### src/rtl/cpu8_pkg.sv
// Shared types and codes for the 8-bit CPU arithmetic unit with its register file.
// Used by cpu8_exec and cpu8_alu_register_file_top. No dependencies.
package cpu8_pkg;

	// Instruction codes carried in the cmd field.
	localparam logic [2:0] CMD_NOP   = 3'd0;
	localparam logic [2:0] CMD_ADD_A = 3'd1;
	localparam logic [2:0] CMD_ADD_HL = 3'd2;
	localparam logic [2:0] CMD_SUB   = 3'd3;
	localparam logic [2:0] CMD_AND   = 3'd4;
	localparam logic [2:0] CMD_CP    = 3'd5;
	localparam logic [2:0] CMD_LOAD  = 3'd6;

	// Operand and load target codes.
	localparam logic [3:0] SEL_A   = 4'd6;
	localparam logic [3:0] SEL_IMM = 4'd7;
	localparam logic [3:0] SEL_SP  = 4'd8;

	// Register pair codes for ADD HL.
	localparam logic [1:0] PAIR_BC = 2'd0;
	localparam logic [1:0] PAIR_DE = 2'd1;
	localparam logic [1:0] PAIR_HL = 2'd2;
	localparam logic [1:0] PAIR_SP = 2'd3;

	// Positions in the general register file.
	localparam int unsigned GEN_B = 0;
	localparam int unsigned GEN_C = 1;
	localparam int unsigned GEN_D = 2;
	localparam int unsigned GEN_E = 3;
	localparam int unsigned GEN_H = 4;
	localparam int unsigned GEN_L = 5;
	localparam int unsigned GEN_COUNT = 6;

	// Flag bit positions.
	localparam int unsigned FLAG_Z = 3;
	localparam int unsigned FLAG_N = 2;
	localparam int unsigned FLAG_H = 1;
	localparam int unsigned FLAG_C = 0;

	typedef struct packed {
		logic [2:0]  cmd;
		logic [3:0]  source_select;
		logic [1:0]  pair_select;
		logic [15:0] operand_value;
	} cmd_word_t;

	typedef struct packed {
		logic [7:0]  accumulator;
		logic [3:0]  flag_bits;
		logic [15:0] hl_pair;
		logic [1:0]  last_machine_cycles;
		logic [31:0] total_machine_cycles;
		logic [31:0] total_clock_cycles;
	} res_word_t;

	typedef struct packed {
		logic [7:0]                acc;
		logic [GEN_COUNT-1:0][7:0] gen;
		logic [15:0]               sp;
		logic [3:0]                flags;
		logic [31:0]               mc_total;
		logic [31:0]               clk_total;
	} arch_state_t;

endpackage

### src/rtl/cpu8_exec.sv
// Combinational execution of one instruction against the architectural state.
// Depends on cpu8_pkg for the word, state and code definitions.
module cpu8_exec (
	input  cpu8_pkg::cmd_word_t   item,
	input  cpu8_pkg::arch_state_t cur,
	output cpu8_pkg::arch_state_t nxt,
	output cpu8_pkg::res_word_t   res
);

	logic [7:0]  a;
	logic [7:0]  b;
	logic [7:0]  imm;
	logic [1:0]  mc;
	logic [1:0]  op_mc;
	logic [8:0]  sum8;
	logic [4:0]  nib_sum;
	logic [7:0]  diff8;
	logic [7:0]  and8;
	logic [15:0] hl;
	logic [15:0] pair_val;
	logic [16:0] sum16;
	logic [12:0] low12_sum;

	assign a   = cur.acc;
	assign imm = item.operand_value[7:0];
	assign hl  = {cur.gen[cpu8_pkg::GEN_H], cur.gen[cpu8_pkg::GEN_L]};

	// Eight-bit operand: any select above A falls back to the immediate.
	always_comb begin
		op_mc = 2'd1;
		b     = imm;
		if (item.source_select < cpu8_pkg::SEL_A) begin
			b = cur.gen[item.source_select[2:0]];
		end else if (item.source_select == cpu8_pkg::SEL_A) begin
			b = a;
		end else begin
			op_mc = 2'd2;
		end
	end

	always_comb begin
		case (item.pair_select)
			cpu8_pkg::PAIR_BC: pair_val = {cur.gen[cpu8_pkg::GEN_B], cur.gen[cpu8_pkg::GEN_C]};
			cpu8_pkg::PAIR_DE: pair_val = {cur.gen[cpu8_pkg::GEN_D], cur.gen[cpu8_pkg::GEN_E]};
			cpu8_pkg::PAIR_HL: pair_val = hl;
			default:           pair_val = cur.sp;
		endcase
	end

	assign sum8      = {1'b0, a} + {1'b0, b};
	assign nib_sum   = {1'b0, a[3:0]} + {1'b0, b[3:0]};
	assign diff8     = a - b;
	assign and8      = a & b;
	assign sum16     = {1'b0, hl} + {1'b0, pair_val};
	assign low12_sum = {1'b0, hl[11:0]} + {1'b0, pair_val[11:0]};

	always_comb begin
		nxt = cur;
		mc  = 2'd0;
		unique case (item.cmd)
			cpu8_pkg::CMD_NOP: begin
				mc = 2'd1;
			end
			cpu8_pkg::CMD_ADD_A: begin
				mc = op_mc;
				nxt.acc = sum8[7:0];
				nxt.flags = '0;
				nxt.flags[cpu8_pkg::FLAG_Z] = (sum8[7:0] == 8'd0);
				nxt.flags[cpu8_pkg::FLAG_H] = nib_sum[4];
				nxt.flags[cpu8_pkg::FLAG_C] = sum8[8];
			end
			cpu8_pkg::CMD_ADD_HL: begin
				mc = 2'd2;
				nxt.gen[cpu8_pkg::GEN_H] = sum16[15:8];
				nxt.gen[cpu8_pkg::GEN_L] = sum16[7:0];
				nxt.flags[cpu8_pkg::FLAG_N] = 1'b0;
				nxt.flags[cpu8_pkg::FLAG_H] = low12_sum[12];
				nxt.flags[cpu8_pkg::FLAG_C] = sum16[16];
			end
			cpu8_pkg::CMD_SUB, cpu8_pkg::CMD_CP: begin
				mc = op_mc;
				if (item.cmd == cpu8_pkg::CMD_SUB) begin
					nxt.acc = diff8;
				end
				nxt.flags = '0;
				nxt.flags[cpu8_pkg::FLAG_Z] = (diff8 == 8'd0);
				nxt.flags[cpu8_pkg::FLAG_N] = 1'b1;
				nxt.flags[cpu8_pkg::FLAG_H] = (a[3:0] < b[3:0]);
				nxt.flags[cpu8_pkg::FLAG_C] = (a < b);
			end
			cpu8_pkg::CMD_AND: begin
				mc = op_mc;
				nxt.acc = and8;
				nxt.flags = '0;
				nxt.flags[cpu8_pkg::FLAG_Z] = (and8 == 8'd0);
				nxt.flags[cpu8_pkg::FLAG_H] = 1'b1;
			end
			cpu8_pkg::CMD_LOAD: begin
				// Loads are setup only: they add nothing to the cycle totals, flags untouched.
				if (item.source_select < cpu8_pkg::SEL_A) begin
					nxt.gen[item.source_select[2:0]] = imm;
				end else if (item.source_select == cpu8_pkg::SEL_A) begin
					nxt.acc = imm;
				end else if (item.source_select == cpu8_pkg::SEL_SP) begin
					nxt.sp = item.operand_value;
				end
			end
			default: begin
				mc = 2'd0;
			end
		endcase
		nxt.mc_total  = cur.mc_total + {30'd0, mc};
		nxt.clk_total = cur.clk_total + {28'd0, mc, 2'b00};
	end

	assign res.accumulator          = nxt.acc;
	assign res.flag_bits            = nxt.flags;
	assign res.hl_pair              = {nxt.gen[cpu8_pkg::GEN_H], nxt.gen[cpu8_pkg::GEN_L]};
	assign res.last_machine_cycles  = mc;
	assign res.total_machine_cycles = nxt.mc_total;
	assign res.total_clock_cycles   = nxt.clk_total;

endmodule

### src/rtl/cpu8_alu_register_file_top.sv
// 8-bit CPU arithmetic unit with its register file, flags and cycle totals.
// Depends on cpu8_pkg and instantiates cpu8_exec.
//
// Usage:
// The cmd channel (cmd_valid, cmd_stall, cmd_word) takes one instruction per
// word. The res channel (res_valid, res_stall, res_word) returns one word per
// instruction, in order: A, the flags, HL, the machine cycles of this
// instruction and both running totals, all taken after it executes.
// A word accepted at a clock edge is registered in the input register,
// executed there against the register file and lands in the result
// register once that register can take it; then it is shown on res_word.
// Throughput is one instruction per clock unless res_stall holds the result:
// each is an 8-bit add, subtract, compare or AND, a 16-bit add, a load or a NOP,
// with flag logic between registers; the register file loads at the result's edge.
// When the receiver holds res_stall, the result waits in its register and the
// input register holds its word; cmd_stall rises only once both are full.
// Reset clears A, B, C, D, E, H, L, SP, the flags and both totals, and
// empties the pipeline.
module cpu8_alu_register_file_top (
	input  logic                clk,
	input  logic                arst_n,
	input  logic                cmd_valid,
	output logic                cmd_stall,
	input  cpu8_pkg::cmd_word_t cmd_word,
	output logic                res_valid,
	input  logic                res_stall,
	output cpu8_pkg::res_word_t res_word
);

	logic                  valid_s1;
	cpu8_pkg::cmd_word_t   item_s1;
	logic                  res_valid_q;
	cpu8_pkg::res_word_t   res_word_q;
	cpu8_pkg::arch_state_t state_q;
	cpu8_pkg::arch_state_t state_nxt;
	cpu8_pkg::res_word_t   res_nxt;
	logic                  advance;
	logic                  exec_fire;

	// The result register can take a new word when empty or being drained.
	assign advance   = !res_valid_q || !res_stall;
	assign exec_fire = advance && valid_s1;
	assign cmd_stall = valid_s1 && !advance;

	cpu8_exec u_exec (
		.item (item_s1),
		.cur  (state_q),
		.nxt  (state_nxt),
		.res  (res_nxt)
	);

	always_ff @(posedge clk or negedge arst_n) begin
		if (!arst_n) begin
			valid_s1    <= 1'b0;
			res_valid_q <= 1'b0;
			state_q     <= '0;
		end else begin
			if (!cmd_stall) begin
				valid_s1 <= cmd_valid;
			end
			if (advance) begin
				res_valid_q <= valid_s1;
			end
			if (exec_fire) begin
				state_q <= state_nxt;
			end
		end
	end

	always_ff @(posedge clk) begin
		if (cmd_valid && !cmd_stall) begin
			item_s1 <= cmd_word;
		end
		if (exec_fire) begin
			res_word_q <= res_nxt;
		end
	end

	assign res_valid = res_valid_q;
	assign res_word  = res_word_q;

endmodule

### config.mk
export PLATFORM = sky130hd
export DESIGN_NAME = cpu8_alu_register_file_top
export DESIGN_NICKNAME = d
export VERILOG_FILES = /design/src/rtl/cpu8_pkg.sv /design/src/rtl/cpu8_exec.sv /design/src/rtl/cpu8_alu_register_file_top.sv
export SDC_FILE = /design/constraint.sdc
export NUM_CORES = 1
export LEC_CHECK = 0
export CAP_MARGIN = 20
export CORE_MARGIN = 2
export CORE_UTILIZATION = 55
export CTS_CLUSTER_SIZE = 8
export DETAILED_ROUTE_END_ITERATION = 10
export DONT_BUFFER_PORTS = 1
export GPL_TIMING_DRIVEN = 0
export PLACE_DENSITY = 0.71
export SLEW_MARGIN = 20
export SYNTH_ARGS = -nofsm -noshare
export SYNTH_HDL_FRONTEND = slang
export SYNTH_SLANG_ARGS = --single-unit
export TNS_END_PERCENT = 1
### constraint.sdc
create_clock -name clk -period 9.1 [get_ports clk]
set_input_delay 0.455 -clock clk [delete_from_list [all_inputs] [get_ports clk]]
set_output_delay 0.455 -clock clk [all_outputs]
set_load 0.05 [all_outputs]
==> out/metrics.yaml, run 1 <==
synth:
  synth_seq_cells: 257
  synth-async-reset-ratio_pct: 54.47
  synth.distinct_cells: 89
  synth_edf_count: 117
  syn_area_per_cell_um2: 11.29
  syn_area_mm2: 0.01402
  synth_top_flop_cell: "dfrtp_1"
  yosysWarnings: 0
  synthCells: 1241
  seq_area_frac_synth_pct: 50.06
drt:
  routed_wl_um: 36440
  drc: 0
  drt_iter0_drc: 1050
  dr.pass1.iters: 6
  wl_per_cell_um: 22.15
  ant_nets: 0
  vias: 10220
  vias_per_cell: 6.214
die:
  die_w_um: 163.6
  initial_core_util_pct: 55.82
  num_rows: 58
  die_h_um: 163.6
  die_area_mm2: 0.02678
  ios: 125
  coreArea_mm2: 0.02511
cts:
  post_cts_resized: 0
  h-tree-depth: 2
  cts_buffer_depth: 3
  cts_tree: "done"
  numCtsBuffers: 38
  cts.sinks: 257
  cts_root_buf: "clkbuf_16"
  clk_pin_slew_ns: 0.05
  clock_latency_ns: 0.53
setup_path:
  critical_path_required_ns: 9.40
  crit_fanout: 10
  end_kind: "register"
  critical_path_arrival_ns: 5.11
  critical_path_class: "reg2reg"
  max_stage_delay_ns: 0.64
  ff2ff_path_depth: 14
  path_cells: "buf_2 > nor2_1 > nand2_1 > o211ai_1 > o21ai_0 > o21ai_0 > ha_1 > inv_1 > fa_1 > a211o_1 > a211o_1 > a211oi_1 > mux2i_1 > a211oi_1"
  crit-reg2reg-launch: "item_s1[19]"
  timing.rr.end: "res_word[92]"
  cp-start-kind: "register"
  critPathSlowestCell: "nor2_1"
  r2r_slack_ns: 4.29
sta:
  fmax_ghz: 0.2078
  worst_slew_pin_slew_ns: 0.9802
  hold_ws_ns: 0.02825
  period_share_pct: 52.87
  fin_crit_ns: 4.811
  max_slew_margin_pct: 34.65
  setup_viol: 0
  finalMaxSlewViolations: 0
  tns_ns: 0
  clock_skew_ns: 0.01760
  hold_viol: 0
  rsz0062_at_grt: "no"
power:
  p_switching_mw: 1.564
  p_int_mw: 2.672
  clockPowerShare_pct: 30.6
  irDropWorstVdd_mv: 0.1704
  seq_power_share_pct: 41.8
  leakage_nw: 6.691
  power.share.switching_pct: 36.92
  p_comb_share_pct: 27.5
  power.density_mw_per_mm2: 270.8
min_path:
  hold_depth: 0
  hold_start: "cmd_word[12]"
  hold_end: "item_s1[12]"
  hold_path.class: "in2reg"
cells_and_area:
  fillCellCount: 2022
  instances_no_fill: 1645
  area_growth_pct: 11.62
  ff_latch_area_mm2: 0.007017
  drive_gt1_share_pct: 10.58
  multi_input_area_mm2: 0.006550
  final_core_util_pct: 62.31
  final_nets: 1358
place:
  port_buffers: 0
  dp_hpwl_um: 25630
  gp_congestion: 0.9778
  place_inst: 1575
global_route:
  grt_busiest_layer: "met2"
  grt_pass1_vias: 9813
  grt_pass1_wl_um: 56340
  grt_max_degree: 141
  grt_use_met3_pct: 5.739
  gr-total-overflow: 0
  grtUsageMet1_pct: 38.65
  grt_use_total_pct: 27.65
  use_met2_pct: 43.32
  antenna_found_initial: 1
status:
  outcome: "finished, final reports clean"
run:
  max_cap_violations: 0
what timing repair did:
item | 4_1_cts | 5_1_grt
hold buffers | 2 | 0
setup buffers | 0 | 0
hold endpoints to repair | 140 | 0
stage by stage:
stage | power, mW | setup WS, ns | cell area, um^2
floorplan | 2.577 | 4.528 | 14020
global placement | 2.893 | 2.367 | 14430
detailed placement | 2.911 | 4.333 | 14500
CTS | 4.243 | 4.313 | 15640
global route | 4.442 | 3.977 | 15640
finish | 4.236 | 4.289 | 15650
kinds of logic (layout without fill, tap and decap cells):
| group | after synthesis | in the layout | share of synthesized area [%] |
|---|---|---|---|
| buf+inv | 102 | 174 | 3.232 |
| fa+ha+maj | 42 | 42 | 4.017 |
| flops | 257 | 257 | 50.06 |
| mux | 100 | 100 | 9.373 |
| simple gates | 378 | 378 | 13.76 |
| other cells | 1 | 3 | 0.02676 |
| compound gates | 227 | 227 | 11.16 |
| xor+xnor | 134 | 134 | 8.374 |
area by class of cell:
cell class	instances	share of cell area (%)
well taps	330	2.639
plain buffers	74	2.231
diodes	1	0.01599
clock buffers	64	6.838
inverters	28	0.6718
clock inverters	3	0.2159
repair buffers	5	0.6718
multi-input cells	883	41.87
flip-flops and latches	257	44.85
cell usage in the layout (no fill, tap or decap), types with 25 or more instances in the layout:
cell type / instances
xnor2_1: 76
edfxtp_1: 117
a21oi_1: 45
clkbuf_1: 60
xor2_1: 58
ha_1: 37
dfrtp_1: 140
o21ai_0: 35
nand3_1: 44
mux2_1: 40
inv_1: 27
clkbuf_16: 39
nand2_1: 123
nor2_1: 82
a22oi_1: 25
synthesized netlist by cell type, drive strengths merged (5+ instances only):
master | count | area share, %
xnor2 | 76 | 4.7
nand2b | 12 | 0.59
a221o | 7 | 0.50
nor3 | 27 | 1.1
o221ai | 5 | 0.36
o21ai | 48 | 1.7
nand2 | 123 | 3.3
inv | 28 | 0.75
mux2i | 21 | 1.5
and3 | 19 | 0.85
a211o | 7 | 0.44
nor2b | 6 | 0.27
clkbuf | 35 | 0.94
a31oi | 9 | 0.40
nor2 | 85 | 2.4
a211oi | 6 | 0.32
dfrtp | 140 | 25
and4 | 8 | 0.50
buf | 39 | 1.5
a21o | 12 | 0.64
a22oi | 26 | 1.4
a21oi | 45 | 1.6
mux4 | 19 | 3.1
fa | 5 | 0.71
o21a | 16 | 0.86
nand4 | 22 | 0.98
ha | 37 | 3.3
mux2 | 60 | 4.8
o211ai | 7 | 0.37
edfxtp | 117 | 25
xor2 | 58 | 3.6
nand3 | 46 | 1.7
worst max-delay path: cells and delay by family, from the launching register on:
kind | cells | cell delay [ns]
compound gates | 7 | 2.14
simple gates | 2 | 0.76
fa+ha+maj | 2 | 0.65
flops | 1 | 0.51
buf+inv | 2 | 0.31
mux | 1 | 0.20
per-layer routing:
layer | up-vias | routed length, um
met3 | 75 | 2874
met2 | 463 | 16700
met1 | 5046 | 15810
met4 | 0 | 1058
li1 | 4638 | -
met5 | - | 0
power groups by stage:
stage / Sequential, mW / Clock, mW / Combinational, mW
global placement: 1.78 / 0 / 1.11
detailed placement: 1.78 / 0 / 1.13
global route: 1.79 / 1.37 / 1.28
CTS: 1.77 / 1.33 / 1.15
finish: 1.77 / 1.30 / 1.17
floorplan: 1.73 / 0 / 0.850
worst max-delay path by stage:
stage | startpoint | to | slack (ns) | cells after the start
after floorplan | res_valid | res_word[10] | 4.53 | 6
after global placement | res_valid | state_q[64] | 2.37 | 7
after detailed placement | item_s1[19] | res_word[92] | 4.33 | 14
after CTS | item_s1[19] | res_word[92] | 4.31 | 14
after global routing | item_s1[19] | res_word[92] | 3.98 | 14
final | item_s1[19] | res_word[92] | 4.29 | 14
No activity file was read; power rests on OpenSTA's default activity.
==> run 2: changes to the inputs <==
--- a/config.mk
+++ b/config.mk
@@ -5,6 +5,7 @@
 export SDC_FILE = /design/constraint.sdc
 export NUM_CORES = 1
 export LEC_CHECK = 0
+export ABC_AREA = 1
 export CAP_MARGIN = 20
 export CORE_MARGIN = 2
 export CORE_UTILIZATION = 55
==> constraint.sdc (replaced) <==
create_clock -name clk -period 5 [get_ports clk]
set_input_delay 0.25 -clock clk [delete_from_list [all_inputs] [get_ports clk]]
set_output_delay 0.25 -clock clk [all_outputs]
set_load 0.05 [all_outputs]
==> out/metrics.yaml, run 2 <==
global_route:
  grt_pass1_vias: 10900  # +11%
  grt_use_met3_pct: 4.954  # -0.78 points
  antenna_found_initial: 0  # -1
  grtUsageMet1_pct: 41.58  # +2.9 points
  grt_pass1_wl_um: 61730  # +9.6%
  grt_busiest_layer: "met2"
  grt_use_total_pct: 30.69  # +3.0 points
  grt_max_degree: 141  # unchanged
  use_met2_pct: 50.83  # +7.5 points
  gr-total-overflow: 0  # unchanged
min_path:
  hold_path.class: "in2async"
cells_and_area:
  instances_no_fill: 1980  # +20%
  mostFrequentLayoutCell: "nand2_1"
  drive_gt1_share_pct: 7.548  # -3.0 points
  final_nets: 1701  # +25%
  final_core_util_pct: 63.95  # +1.6 points
  area_growth_pct: 13.79
  antenna_cells: 0  # -1
  final_area_mm2: 0.01560  # -0.30%
  mostFrequentLayoutCells: "nand2_1 (457), inv_1 (160), o21ai_0 (148), dfrtp_1 (140), edfxtp_1 (117)"
  fillCellCount: 2085  # +3.1%
synth:
  synth_area_leaders: "edfxtp_1 (26%), dfrtp_1 (26%), nand2_1 (13%)"
  synthCells: 1557  # +25%
  synth-async-reset-ratio_pct: 54.47  # unchanged
  synth_top_area_cell: "edfxtp_1"
  syn_area_mm2: 0.01371  # -2.2%
  syn_area_per_cell_um2: 8.803  # -22%
  synth.distinct_cells: 61  # -31%
  synth_top_area_share_pct: 25.63  # +0.57 points
  synth_common_cells: "nand2_1 (457), inv_1 (161), o21ai_0 (149)"
  yosysMostFrequentCell: "nand2_1"
  synth_seq_cells: 257  # unchanged
  synth_edf_count: 117  # unchanged
  synth_top_flop_cell: "dfrtp_1"
  seq_area_frac_synth_pct: 51.19  # +1.1 points
  yosysWarnings: 0  # unchanged
cts:
  numCtsBuffers: 38  # unchanged
  cts_root_buf: "clkbuf_16"
  clock_latency_ns: 0.51  # -0.02 ns
  h-tree-depth: 2  # unchanged
  postCtsSetupBuffers: 0  # unchanged
  cts.sinks: 257  # unchanged
  cts_buffer_depth: 3  # unchanged
  cts_tree: "done"
  clk_pin_slew_ns: 0.05  # about the same
drt:
  vias_per_cell: 5.730  # -7.8%
  drt_iter0_drc: 1115  # +6.2%
  drc: 0  # unchanged
  dr.pass1.iters: 5  # -1
  ant_nets: 0  # unchanged
  vias: 11350  # +11%
  routed_wl_um: 39880  # +9.5%
  wl_per_cell_um: 20.14  # -9.1%
sta:
  fin_crit_ns: 4.286  # -0.5255 ns
  fmax_ghz: 0.2333  # +12%
  clock_skew_ns: 0.01576  # -0.001837 ns
  timing.final.ws_setup_ns: 0.7142  # -3.574 ns
  rsz0062_at_grt: "no"
  period_share_pct: 85.72  # +33 points
  worst_slew_pin_slew_ns: 0.9302  # -0.05000 ns
  setup_viol: 0  # unchanged
  hold_viol: 0  # unchanged
  finalMaxSlewViolations: 0  # unchanged
  max_slew_margin_pct: 37.33  # +2.7 points
setup_path:
  critPathTopFamily: "simple AND/OR/NAND/NOR gates"
  crit_fanout: 10  # unchanged
  cp-start-kind: "register"
  path_cells: "nor3_2 > buf_2 > nor2_2 > o21ai_0 > ha_1 > fa_1 > nand3_2 > nor2_4 > nand2_4 > nor2_4 > nand2_2 > nor2_4 > nand2_1 > xor2_1 > nand2_1 > o21ai_0"
  critical_path_class: "reg2reg"
  end_kind: "register"
  critical_path_required_ns: 5.42  # -3.98 ns
  ff2ff_path_depth: 16  # +2
  crit-reg2reg-launch: "item_s1[21]"
  worst_path_most_repeated_cell: "nor2_4"
  critical_path_arrival_ns: 4.70  # -0.41 ns
  r2r_slack_ns: 0.71  # -3.57 ns
  max_stage_delay_ns: 0.76  # +0.12 ns
  critPathSlowestCell: "o21ai_0"
  timing.rr.end: "state_q[22]"
  path_buf_inv: 1  # -1
power:
  power.density_mw_per_mm2: 485.6  # +79%
  p_total_mw: 7.575  # +79%
  leakage_nw: 6.862  # +2.6%
  irDropWorstVdd_mv: 0.3913  # +130%
status:
  outcome: "finished, final reports clean"
die:
  coreArea_mm2: 0.02439  # -2.9%
  die_h_um: 161.9  # -1.1%
  initial_core_util_pct: 56.20  # +0.38 points
  die_w_um: 161.9  # -1.1%
  die_area_mm2: 0.02620  # -2.2%
  num_rows: 57  # -1.7%
  ios: 125  # unchanged
place:
  post-place-ws_ns: 0.9041  # -3.429 ns
  gp_congestion: 0.9207  # -5.8%
  dp_hpwl_um: 28800  # +12%
  port_buffers: 0  # unchanged
  placed_area_mm2: 0.01416  # -2.4%
  place_inst: 1884  # +20%
run:
  max_cap_violations: 0  # unchanged
## run 2: cell count changes in the layout (fill, tap and decap cells not counted), sizes merged, moves of 14 or more
cell	delta
mux2	-52
a22oi	-14
o21a	-15
and3	-16
mux2i	-21
nand3	+48
o21ai	+110
xnor2	-69
buf	-22
mux4	-19
nand2	+342
inv	+136
dlygate4sd3	+27
## run 2: final cells by class
cell class	count	area (um^2)	area share, %
clock inverter	2	13.76	0.08824
clock buffer	64	1091	6.995
buffer	42	192.7	1.235
inverter	168	630.6	4.043
tap	324	405.4	2.599
timing repair buffer	32	372.9	2.390
multi-input combinational	1091	5874	37.66
sequential	257	7017	44.99
## run 2: power by group
part / internal, mW / switching (mW) / leakage [nW] / total [mW]
logic: 0.591 / 1.24 / 3.30 / 1.83
registers: 2.60 / 0.767 / 3.04 / 3.37
clock network: 1.47 / 0.909 / 0.530 / 2.38
total: 4.66 / 2.91 / 6.86 / 7.57
## run 2: worst max path at each step
stage | from | to | slack (ns) | cells past startpoint
2_1_floorplan | res_valid | res_word[10] | 0.60 | 5
6_report | item_s1[21] | state_q[22] | 0.71 | 16
3_3_place_gp | res_valid | res_word[12] | -0.90 | 5
4_1_cts | item_s1[21] | state_q[22] | 0.85 | 16
3_5_place_dp | item_s1[21] | state_q[22] | 0.90 | 16
5_1_grt | item_s1[21] | state_q[20] | 0.51 | 16
## run 2: kinds of logic after synthesis
family                   Yosys count  synth area share [%]
adder cells (fa/ha/maj)           42                 4.108
other                              1               0.02736
multiplexers                       8                0.6572
flip-flops                       257                 51.19
XOR/XNOR                          59                 3.989
AND/OR/NAND/NOR                  731                 23.68
AO/OA/AOI/OAI                    249                 10.37
buffers and inverters            210                 5.979
## run 2: worst register-to-register path, cell delays in order (launching register included)
cell and delay, ns:
edfxtp_1 0.49, nor3_2 0.48, buf_2 0.36, nor2_2 0.16, o21ai_0 0.76, ha_1 0.34, fa_1 0.26, nand3_2 0.15
nor2_4 0.18, nand2_4 0.09, nor2_4 0.12, nand2_2 0.09, nor2_4 0.19, nand2_1 0.13, xor2_1 0.23, nand2_1 0.09
o21ai_0 0.09
## run 2: repair_timing
item | 4_1_cts | 5_1_grt
resized for setup | 0 | 0
hold buffers | 29 | 0
endpoints found under the setup margin | 0 | 0
endpoints found under the hold margin | 167 | 0
## run 2: through the flow
stage	hold WS (ns)	setup TNS [ns]
CTS	0.3511	0
floorplan	-0.04559	0
detailed placement	-0.03988	0
finish	0.3559	0
global placement	-0.04063	-88.03
global route	0.3578	0
## run 2: per-layer routing
layer,vias up,wire length [um]
met5,-,0
met4,0,1246
met3,96,2851
met2,498,19070
met1,5393,16720
li1,5358,-
